[src/bbd_pkg.sv]
// ----------------------------------------------------------------------------
// bbd_pkg
// Shared types and constants of the bitmask blend detector: the pixel pair and
// result payloads, the classifier summary and the pixel-test thresholds.
// ----------------------------------------------------------------------------
package bbd_pkg;

  // Field widths
  localparam int CH_BITS      = 8;
  localparam int THR_BITS     = 27;
  localparam int OUT_SUM_BITS = 27;
  localparam int CNT_BITS     = 24;
  localparam int SUM_BITS     = 27;   // running sum width, 16..40
  localparam int RESID_SHIFT  = 3;    // keep the top five bits of a residue
  localparam int RESID_BITS   = CH_BITS - RESID_SHIFT;
  localparam int ADD_BITS     = RESID_BITS + 2;   // three residues summed
  localparam int WIDE_BITS    = (SUM_BITS > OUT_SUM_BITS) ? SUM_BITS : OUT_SUM_BITS;

  // Pixel tests
  localparam logic [CH_BITS-1:0] MASK_WHITE_MIN  = 8'hF0;
  localparam logic [CH_BITS-1:0] FRONT_BLACK_LIM = 8'h10;
  localparam logic [CH_BITS-1:0] TOP5_MASK       = 8'hF8;
  localparam logic [CH_BITS-1:0] ABSENT_MASK     = 8'hFF;  // missing mask is white
  localparam logic [CH_BITS-1:0] ABSENT_FRONT    = 8'h00;  // missing front is black

  // Limits and reset values
  localparam logic [SUM_BITS-1:0]     SUM_MAX     = {SUM_BITS{1'b1}};
  localparam logic [CNT_BITS-1:0]     CNT_MAX     = {CNT_BITS{1'b1}};
  localparam logic [OUT_SUM_BITS-1:0] OUT_SUM_MAX = {OUT_SUM_BITS{1'b1}};
  localparam logic [THR_BITS-1:0]     THR_RESET   = THR_BITS'(10000);

  // One input transfer: front pixel, mask pixel, flags
  typedef struct packed {
    logic [CH_BITS-1:0] front_red;
    logic [CH_BITS-1:0] front_green;
    logic [CH_BITS-1:0] front_blue;
    logic               front_present;
    logic [CH_BITS-1:0] mask_red;
    logic [CH_BITS-1:0] mask_green;
    logic [CH_BITS-1:0] mask_blue;
    logic               mask_present;
    logic               last_pixel;
  } pixel_pair_t;

  // One output transfer, once per image
  typedef struct packed {
    logic                    mask_required;
    logic [OUT_SUM_BITS-1:0] blend_sum;
    logic [CNT_BITS-1:0]     blend_pixels;
  } blend_result_t;

  // Classifier verdict for one pixel pair
  typedef struct packed {
    logic                counted;
    logic [ADD_BITS-1:0] add;
  } pixel_class_t;

endpackage

[src/bitmask_blend_detector.sv]
// ----------------------------------------------------------------------------
// bitmask_blend_detector
// Decides from a stream of front/mask pixel pairs whether an image needs real
// alpha blending, reporting the saturated blend sum and blended pixel count.
// ----------------------------------------------------------------------------
// One pixel pair is taken per clock cycle unless the input stalls. A pair is
// registered on entry, then classified and accumulated as it leaves the input
// register; an image's result is loaded into the result register when its
// last pair leaves the input register. Pairs that are not last never wait on
// the result side; the input stalls only when a last pair is ready while the
// previous result is still held by a stalled consumer. The threshold port is
// always ready and should be written only while the block is idle.
module bitmask_blend_detector (
  input  logic                          clk,
  input  logic                          rst,
  input  logic                          pixel_valid,
  output logic                          pixel_stall,
  input  bbd_pkg::pixel_pair_t          pixel,
  output logic                          result_valid,
  input  logic                          result_stall,
  output bbd_pkg::blend_result_t        result,
  input  logic                          threshold_valid,
  output logic                          threshold_ready,
  input  logic [bbd_pkg::THR_BITS-1:0]  threshold
);

  logic                  stage_valid;
  logic                  stage_valid_next;
  bbd_pkg::pixel_pair_t  stage;
  bbd_pkg::pixel_class_t verdict;
  logic                  advance;
  logic                  take;

  assign threshold_ready = 1'b1;

  // Input register: refills whenever its pair moves on or it is empty
  assign pixel_stall      = stage_valid && !advance;
  assign take             = pixel_valid && !pixel_stall;
  assign stage_valid_next = take || (stage_valid && !advance);

  always_ff @(posedge clk) begin
    if (rst) begin
      stage_valid <= 1'b0;
    end else begin
      stage_valid <= stage_valid_next;
    end
  end

  always_ff @(posedge clk) begin
    if (take) begin
      stage <= pixel;
    end
  end

  // Pixel tests
  bbd_classify u_classify (
    .pair    (stage),
    .verdict (verdict)
  );

  // Accumulate and report
  bbd_accum u_accum (
    .clk          (clk),
    .rst          (rst),
    .item_valid   (stage_valid),
    .item_last    (stage.last_pixel),
    .verdict      (verdict),
    .advance      (advance),
    .thr_write    (threshold_valid && threshold_ready),
    .thr_data     (threshold),
    .result_valid (result_valid),
    .result_stall (result_stall),
    .result       (result)
  );

endmodule

[src/bbd_classify.sv]
// ----------------------------------------------------------------------------
// bbd_classify
// Per-pixel tests: substitutes absent pixels, checks the near-white mask /
// near-black front and covered cases, and sums the three channel residues.
// ----------------------------------------------------------------------------
module bbd_classify (
  input  bbd_pkg::pixel_pair_t  pair,
  output bbd_pkg::pixel_class_t verdict
);

  logic [2:0][bbd_pkg::CH_BITS-1:0] front_raw;
  logic [2:0][bbd_pkg::CH_BITS-1:0] mask_raw;
  logic [2:0][bbd_pkg::CH_BITS-1:0] front;
  logic [2:0][bbd_pkg::CH_BITS-1:0] mask;
  logic [2:0][bbd_pkg::CH_BITS-1:0] resid;
  logic                             mask_white;
  logic                             front_black;
  logic                             covered;
  logic [bbd_pkg::ADD_BITS-1:0]     add;

  assign front_raw = {pair.front_red, pair.front_green, pair.front_blue};
  assign mask_raw  = {pair.mask_red, pair.mask_green, pair.mask_blue};

  // Channel tests and residue sum
  always_comb begin
    mask_white  = 1'b1;
    front_black = 1'b1;
    covered     = 1'b1;
    add         = '0;
    for (int c = 0; c < 3; c++) begin
      front[c] = pair.front_present ? front_raw[c] : bbd_pkg::ABSENT_FRONT;
      mask[c]  = pair.mask_present  ? mask_raw[c]  : bbd_pkg::ABSENT_MASK;
      resid[c] = mask[c] & ~front[c];
      if (mask[c] < bbd_pkg::MASK_WHITE_MIN) begin
        mask_white = 1'b0;
      end
      if (front[c] >= bbd_pkg::FRONT_BLACK_LIM) begin
        front_black = 1'b0;
      end
      if ((resid[c] & bbd_pkg::TOP5_MASK) != '0) begin
        covered = 1'b0;
      end
      add = add + bbd_pkg::ADD_BITS'(resid[c][bbd_pkg::CH_BITS-1:bbd_pkg::RESID_SHIFT]);
    end
  end

  assign verdict.counted = !(mask_white && front_black) && !covered;
  assign verdict.add     = add;

endmodule

[src/bbd_accum.sv]
// ----------------------------------------------------------------------------
// bbd_accum
// Saturating sum and pixel count, threshold register, and the result
// register that closes an image on its last pixel.
// ----------------------------------------------------------------------------
module bbd_accum (
  input  logic                          clk,
  input  logic                          rst,
  input  logic                          item_valid,
  input  logic                          item_last,
  input  bbd_pkg::pixel_class_t         verdict,
  output logic                          advance,
  input  logic                          thr_write,
  input  logic [bbd_pkg::THR_BITS-1:0]  thr_data,
  output logic                          result_valid,
  input  logic                          result_stall,
  output bbd_pkg::blend_result_t        result
);

  logic [bbd_pkg::SUM_BITS-1:0]  sum_acc;
  logic [bbd_pkg::SUM_BITS-1:0]  sum_acc_next;
  logic [bbd_pkg::CNT_BITS-1:0]  pixel_acc;
  logic [bbd_pkg::CNT_BITS-1:0]  pixel_acc_next;
  logic [bbd_pkg::THR_BITS-1:0]  threshold;
  logic                          result_valid_next;
  logic [bbd_pkg::SUM_BITS:0]    sum_raw;
  logic [bbd_pkg::SUM_BITS-1:0]  sum_new;
  logic [bbd_pkg::CNT_BITS-1:0]  pixel_new;
  logic [bbd_pkg::WIDE_BITS-1:0] sum_wide;
  logic                          load_result;

  // A pair moves on unless it closes an image and the result slot is held
  assign advance     = item_valid && (!item_last || !result_valid || !result_stall);
  assign load_result = advance && item_last;

  // Saturating updates
  assign sum_raw = {1'b0, sum_acc} + (bbd_pkg::SUM_BITS + 1)'(verdict.add);

  always_comb begin
    sum_new   = sum_acc;
    pixel_new = pixel_acc;
    if (verdict.counted) begin
      sum_new = sum_raw[bbd_pkg::SUM_BITS] ? bbd_pkg::SUM_MAX
                                           : sum_raw[bbd_pkg::SUM_BITS-1:0];
      if (pixel_acc != bbd_pkg::CNT_MAX) begin
        pixel_new = pixel_acc + 1'b1;
      end
    end
  end

  // Accumulators: updated per pair, cleared when an image closes
  always_comb begin
    sum_acc_next   = sum_acc;
    pixel_acc_next = pixel_acc;
    if (advance) begin
      sum_acc_next   = item_last ? '0 : sum_new;
      pixel_acc_next = item_last ? '0 : pixel_new;
    end
  end

  always_ff @(posedge clk) begin
    if (rst) begin
      sum_acc   <= '0;
      pixel_acc <= '0;
      threshold <= bbd_pkg::THR_RESET;
    end else begin
      sum_acc   <= sum_acc_next;
      pixel_acc <= pixel_acc_next;
      if (thr_write) begin
        threshold <= thr_data;
      end
    end
  end

  // Result register
  assign sum_wide          = bbd_pkg::WIDE_BITS'(sum_new);
  assign result_valid_next = load_result || (result_valid && result_stall);

  always_ff @(posedge clk) begin
    if (rst) begin
      result_valid <= 1'b0;
    end else begin
      result_valid <= result_valid_next;
    end
  end

  always_ff @(posedge clk) begin
    if (load_result) begin
      result.mask_required <= sum_wide >= bbd_pkg::WIDE_BITS'(threshold);
      result.blend_sum     <= (sum_wide > bbd_pkg::WIDE_BITS'(bbd_pkg::OUT_SUM_MAX))
                              ? bbd_pkg::OUT_SUM_MAX
                              : sum_wide[bbd_pkg::OUT_SUM_BITS-1:0];
      result.blend_pixels  <= pixel_new;
    end
  end

`ifndef SYNTHESIS
  // A nonzero sum always comes with at least one counted pixel
  assert property (@(posedge clk) disable iff (rst)
    result_valid |-> (result.blend_pixels != '0 || result.blend_sum == '0))
    else $error("bbd_accum: blend sum without counted pixels");

  // Reported requirement agrees with the threshold
  assert property (@(posedge clk) disable iff (rst)
    (result_valid && result.mask_required) |->
      (bbd_pkg::WIDE_BITS'(result.blend_sum) >= bbd_pkg::WIDE_BITS'(threshold)))
    else $error("bbd_accum: mask_required below threshold");

  // A new result only follows a closing pair
  assert property (@(posedge clk) disable iff (rst)
    $rose(result_valid) |-> $past(item_valid && item_last))
    else $error("bbd_accum: result without a last pixel");

  // Closing an image clears both accumulators
  assert property (@(posedge clk) disable iff (rst)
    load_result |=> (sum_acc == '0 && pixel_acc == '0))
    else $error("bbd_accum: accumulators not cleared after last pixel");
`endif

endmodule

[config.mk]
export PLATFORM = sky130hd
export DESIGN_NAME = bitmask_blend_detector
export DESIGN_NICKNAME = d
export VERILOG_FILES = /design/src/bbd_pkg.sv /design/src/bitmask_blend_detector.sv /design/src/bbd_classify.sv /design/src/bbd_accum.sv
export SDC_FILE = /design/constraint.sdc
export NUM_CORES = 1
export LEC_CHECK = 0
export BUFFER_PORTS_ARGS = -buffer_cell sky130_fd_sc_hd__buf_2
export CAP_MARGIN = 5
export CELL_PAD_IN_SITES_DETAIL_PLACEMENT = 0
export CELL_PAD_IN_SITES_GLOBAL_PLACEMENT = 2
export CORE_AREA = 5 5 163 165
export DETAILED_ROUTE_END_ITERATION = 8
export DIE_AREA = 0 0 168 170
export GPL_TIMING_DRIVEN = 1
export PLACE_DENSITY = 0.8
export SLEW_MARGIN = 40
export SYNTH_ARGS = -nofsm -noshare
export SYNTH_HDL_FRONTEND = slang
export SYNTH_SLANG_ARGS = --single-unit
[constraint.sdc]
create_clock -name clk -period 6.4 [get_ports clk]
set_input_delay 0.64 -clock clk [delete_from_list [all_inputs] [get_ports clk]]
set_output_delay 0.64 -clock clk [all_outputs]
set_load 0.02 [all_outputs]
==> qor.csv <==
metric,value,unit
insertion delay of the later-clocked pin in the worst-skew pair,440,ps
number of clock sinks,165,
wire length of the first global-routing pass,35600,um
CP Capture Type,register,
worst hold margin,371,ps
power density normalized to cell area,253,nW/um^2
Detailed Place HPWL,16500,um
Root Buffer,clkbuf_16,
number of hold buffers added after CTS,0,
Placeable Area,24900,um^2
final hold vios,0,
Clock H-tree levels,4,
via/cell ratio,5.19,
number of cells produced by synthesis,902,
post-synthesis cell area,8820,um^2
number of top-level design ports,138,
number of DRC markers after the initial detailed-route iteration,372,
mean instance size in the synthesized netlist,9.78,um^2
final cell utilization of the core,42.1,%
worst vdd rail ir drop,0.142,mV
DRC violations left,0,
gr ovfl total,0,
routed wire length,22400,um
final RePlAce weighted congestion,0.807,
time the worst path needs with I/O delays and setup,5850,ps
horizontal die dimension,168,um
area grow syn2layout,18.8,%
share of final-layout standard cells stronger than drive strength 1,20.0,%
cell breakdown of the critical path,buf_4 -> a2bb2oi_1 -> ha_1 -> a21o_1 -> a21oi_1 -> xnor2_1 -> ha_1 -> inv_1 -> o21bai_1 -> xor2_1 -> ha_1 -> a21oi_1 -> nor3b_2 -> a21o_1 -> nor3_1 -> buf_4 -> o21ai_0 -> nand2_1 -> ha_1 -> a2111oi_0 -> a21oi_2 -> o31ai_1 -> a21oi_1,
Nets,1151,
startpoint type of the worst setup path,register,
effective utilization at floorplan,35.4,%
unrepaired setup endpoints after global routing,false,
Core Rows,58,
"buffers from clock root to sink, at most",2,
routed len/inst,16.5,um
Synth Net Count,1033,
vias in the first global route,6707,
Worst slew margin,54.9,%
clock tree from TritonCTS,built,
status,"complete, no violations",
maximum clock frequency,171,MHz
arrival time of data at the critical path endpoint,6030,ps
number of endpoints failing setup at the final stage,0,
count of flip-flops with a built-in enable after synthesis,85,
Critical Path Fanout Max,10,
dpl cells,1323,
worst reg2reg startpoint,stage[26]$_DFFE_PP_,
worst path setup slack after routing,549,ps
min-delay worst type,input pin to register,
setup total negative slack,0,ps
Worst Tran Pin Value,675,ps
maximum capacitance violations,0,
worst hold path startpoint,pixel[46],
sequential cell area fraction in the yosys report,47.1,%
cell repeated most along the worst path,ha_1,
slowest cell delay on critical path,530,ps
Die Height,170,um
required time of the critical path,6580,ps
number of flip-flops and latches in the synthesized netlist,165,
initial antenna violation count,0,
total CTS buffers,17,
Port-buffer cells,118,
Total Die Area,28600,um^2
maximum number of pins on one net before global-route repair,37,
"Slowest-stage cell, CP",edfxtp_1,
Routed Antenna Nets,0,
worst setup path start,stage[26]$_DFFE_PP_,
Yosys warning count,0,
clock-pin slew of the registers on the worst-case setup and hold paths,70,ps
share of synthesized registers carrying an async set or reset,0,%
overall routing resource usage,15.5,%
setup skew after layout,15.1,ps
n_diodes,0,
static leakage,4.35,nW
worst setup timing slack at the placement stage,172,ps
detailed-routing iteration count for the pre-antenna-repair pass,5,
Finished Layout Cells,1363,
total number of vias,7079,
most instantiated flip-flop cell in the synthesis netlist,edfxtp_1,
startpoint-to-endpoint class of the critical path,register to register,
Max Transition Viols Final,0,
post-route clock period utilization,91.4,%
number of distinct library cells after synthesis,69,
timing repair:
action                                  4_1_cts  5_1_grt
resized for setup                             0        5
buffers inserted                              0        8
endpoints found under the hold margin         0        0
endpoints found under the setup margin        0        1
per-stage QoR:
stage | power (mW) | area (um^2)
detailed placement | 1.63 | 9800
global route | 2.78 | 10500
finish | 2.65 | 10500
CTS | 2.68 | 10400
floorplan | 1.51 | 8820
global placement | 1.63 | 9800
cell usage after synthesis (all sizes together) (15+ instances only):
library cell  instances  area, um^2
a31oi                19         119
a21oi                50         250
nor2                 72         270
xnor2                31         272
mux2i                23         230
dfxtp                80        1600
nand3                34         170
nand2                83         312
ha                   45         563
inv                  45         169
nor3                 21         110
buf                  15        90.1
nand4                23         144
o21ai                38         190
edfxtp               85        2550
o211ai               23         178
clkbuf               37         139
kinds of logic (layout without fill, tap and decap cells):
kind of cell,count (synthesis),in the layout,synth area share [%]
simple gates,293,293,16.5
xor+xnor,41,41,4.07
flops,165,165,47.1
mux,26,26,2.99
fa+ha+maj,48,48,7.06
buf+inv,97,228,4.51
compound gates,231,231,17.7
other cells,1,1,0.0425
cell usage in the layout (no fill, tap or decap), types with 8 or more instances in the layout:
master / n
nand2b_1: 9
ha_1: 45
dfxtp_1: 80
a22o_1: 8
nor3_1: 18
buf_4: 34
edfxtp_1: 85
nand3_1: 34
a21o_1: 14
inv_1: 45
buf_2: 117
o31ai_1: 14
a31oi_1: 19
a21boi_0: 14
xnor2_1: 31
mux2i_1: 23
xor2_1: 10
o21ai_0: 37
nor2_1: 72
nand2_1: 82
or4_1: 8
nand4_1: 23
a2bb2oi_1: 8
o211ai_1: 22
clkbuf_16: 18
a21oi_1: 48
worst paths after layout:
path	endpoint	depth (start not counted)	slack (ps)
setup / recovery	u_accum.result[51]$_DFFE_PP_	23	550
hold / removal	stage[46]$_DFFE_PP_	1	370
setup reg to reg	u_accum.result[51]$_DFFE_PP_	23	550
hold reg to reg	u_accum.threshold[11]$_SDFFE_PP0P_	2	490
layout make-up:
type	instances	area, um^2
timing repair buffer	151	841
tap	330	413
sequential	165	4150
clock buffer	18	450
inverter	45	169
clock inverter	14	141
fill	2506	14400
multi-input combinational	640	4310
per-layer routing:
metal / share of wire (%) / vias to the layer above / routed length, um / GRT usage (%)
met5: 0 / - / 0 / 0
met4: 0.88 / 0 / 197 / 3.74
met3: 3.7 / 18 / 825 / 3.00
met2: 48 / 143 / 10800 / 26.1
met1: 47 / 3338 / 10600 / 20.7
li1: - / 3580 / - / -
flip-flops by register name, summed over array words and instances (netlist names):
register and flops:
u_accum.result 52, stage 33, u_accum.sum_acc 27, u_accum.threshold 27, u_accum.pixel_acc 24, stage_valid 1
u_accum.result_valid 1
critical path, delay by kind of cell (launching register included):
kind	cells	cell delay, ps
fa+ha+maj	4	1090
buf+inv	3	470
compound gates	11	2760
simple gates	3	480
xor+xnor	2	280
flops	1	530
power by group:
part / leakage (nW) / switching, mW / internal (mW) / total, mW
clock: 0.283 / 0.472 / 0.569 / 1.04
sequential: 1.52 / 0.0223 / 1.15 / 1.17
combinational: 2.55 / 0.252 / 0.181 / 0.433
total: 4.35 / 0.746 / 1.90 / 2.65
No activity file was read; power rests on OpenSTA's default activity.
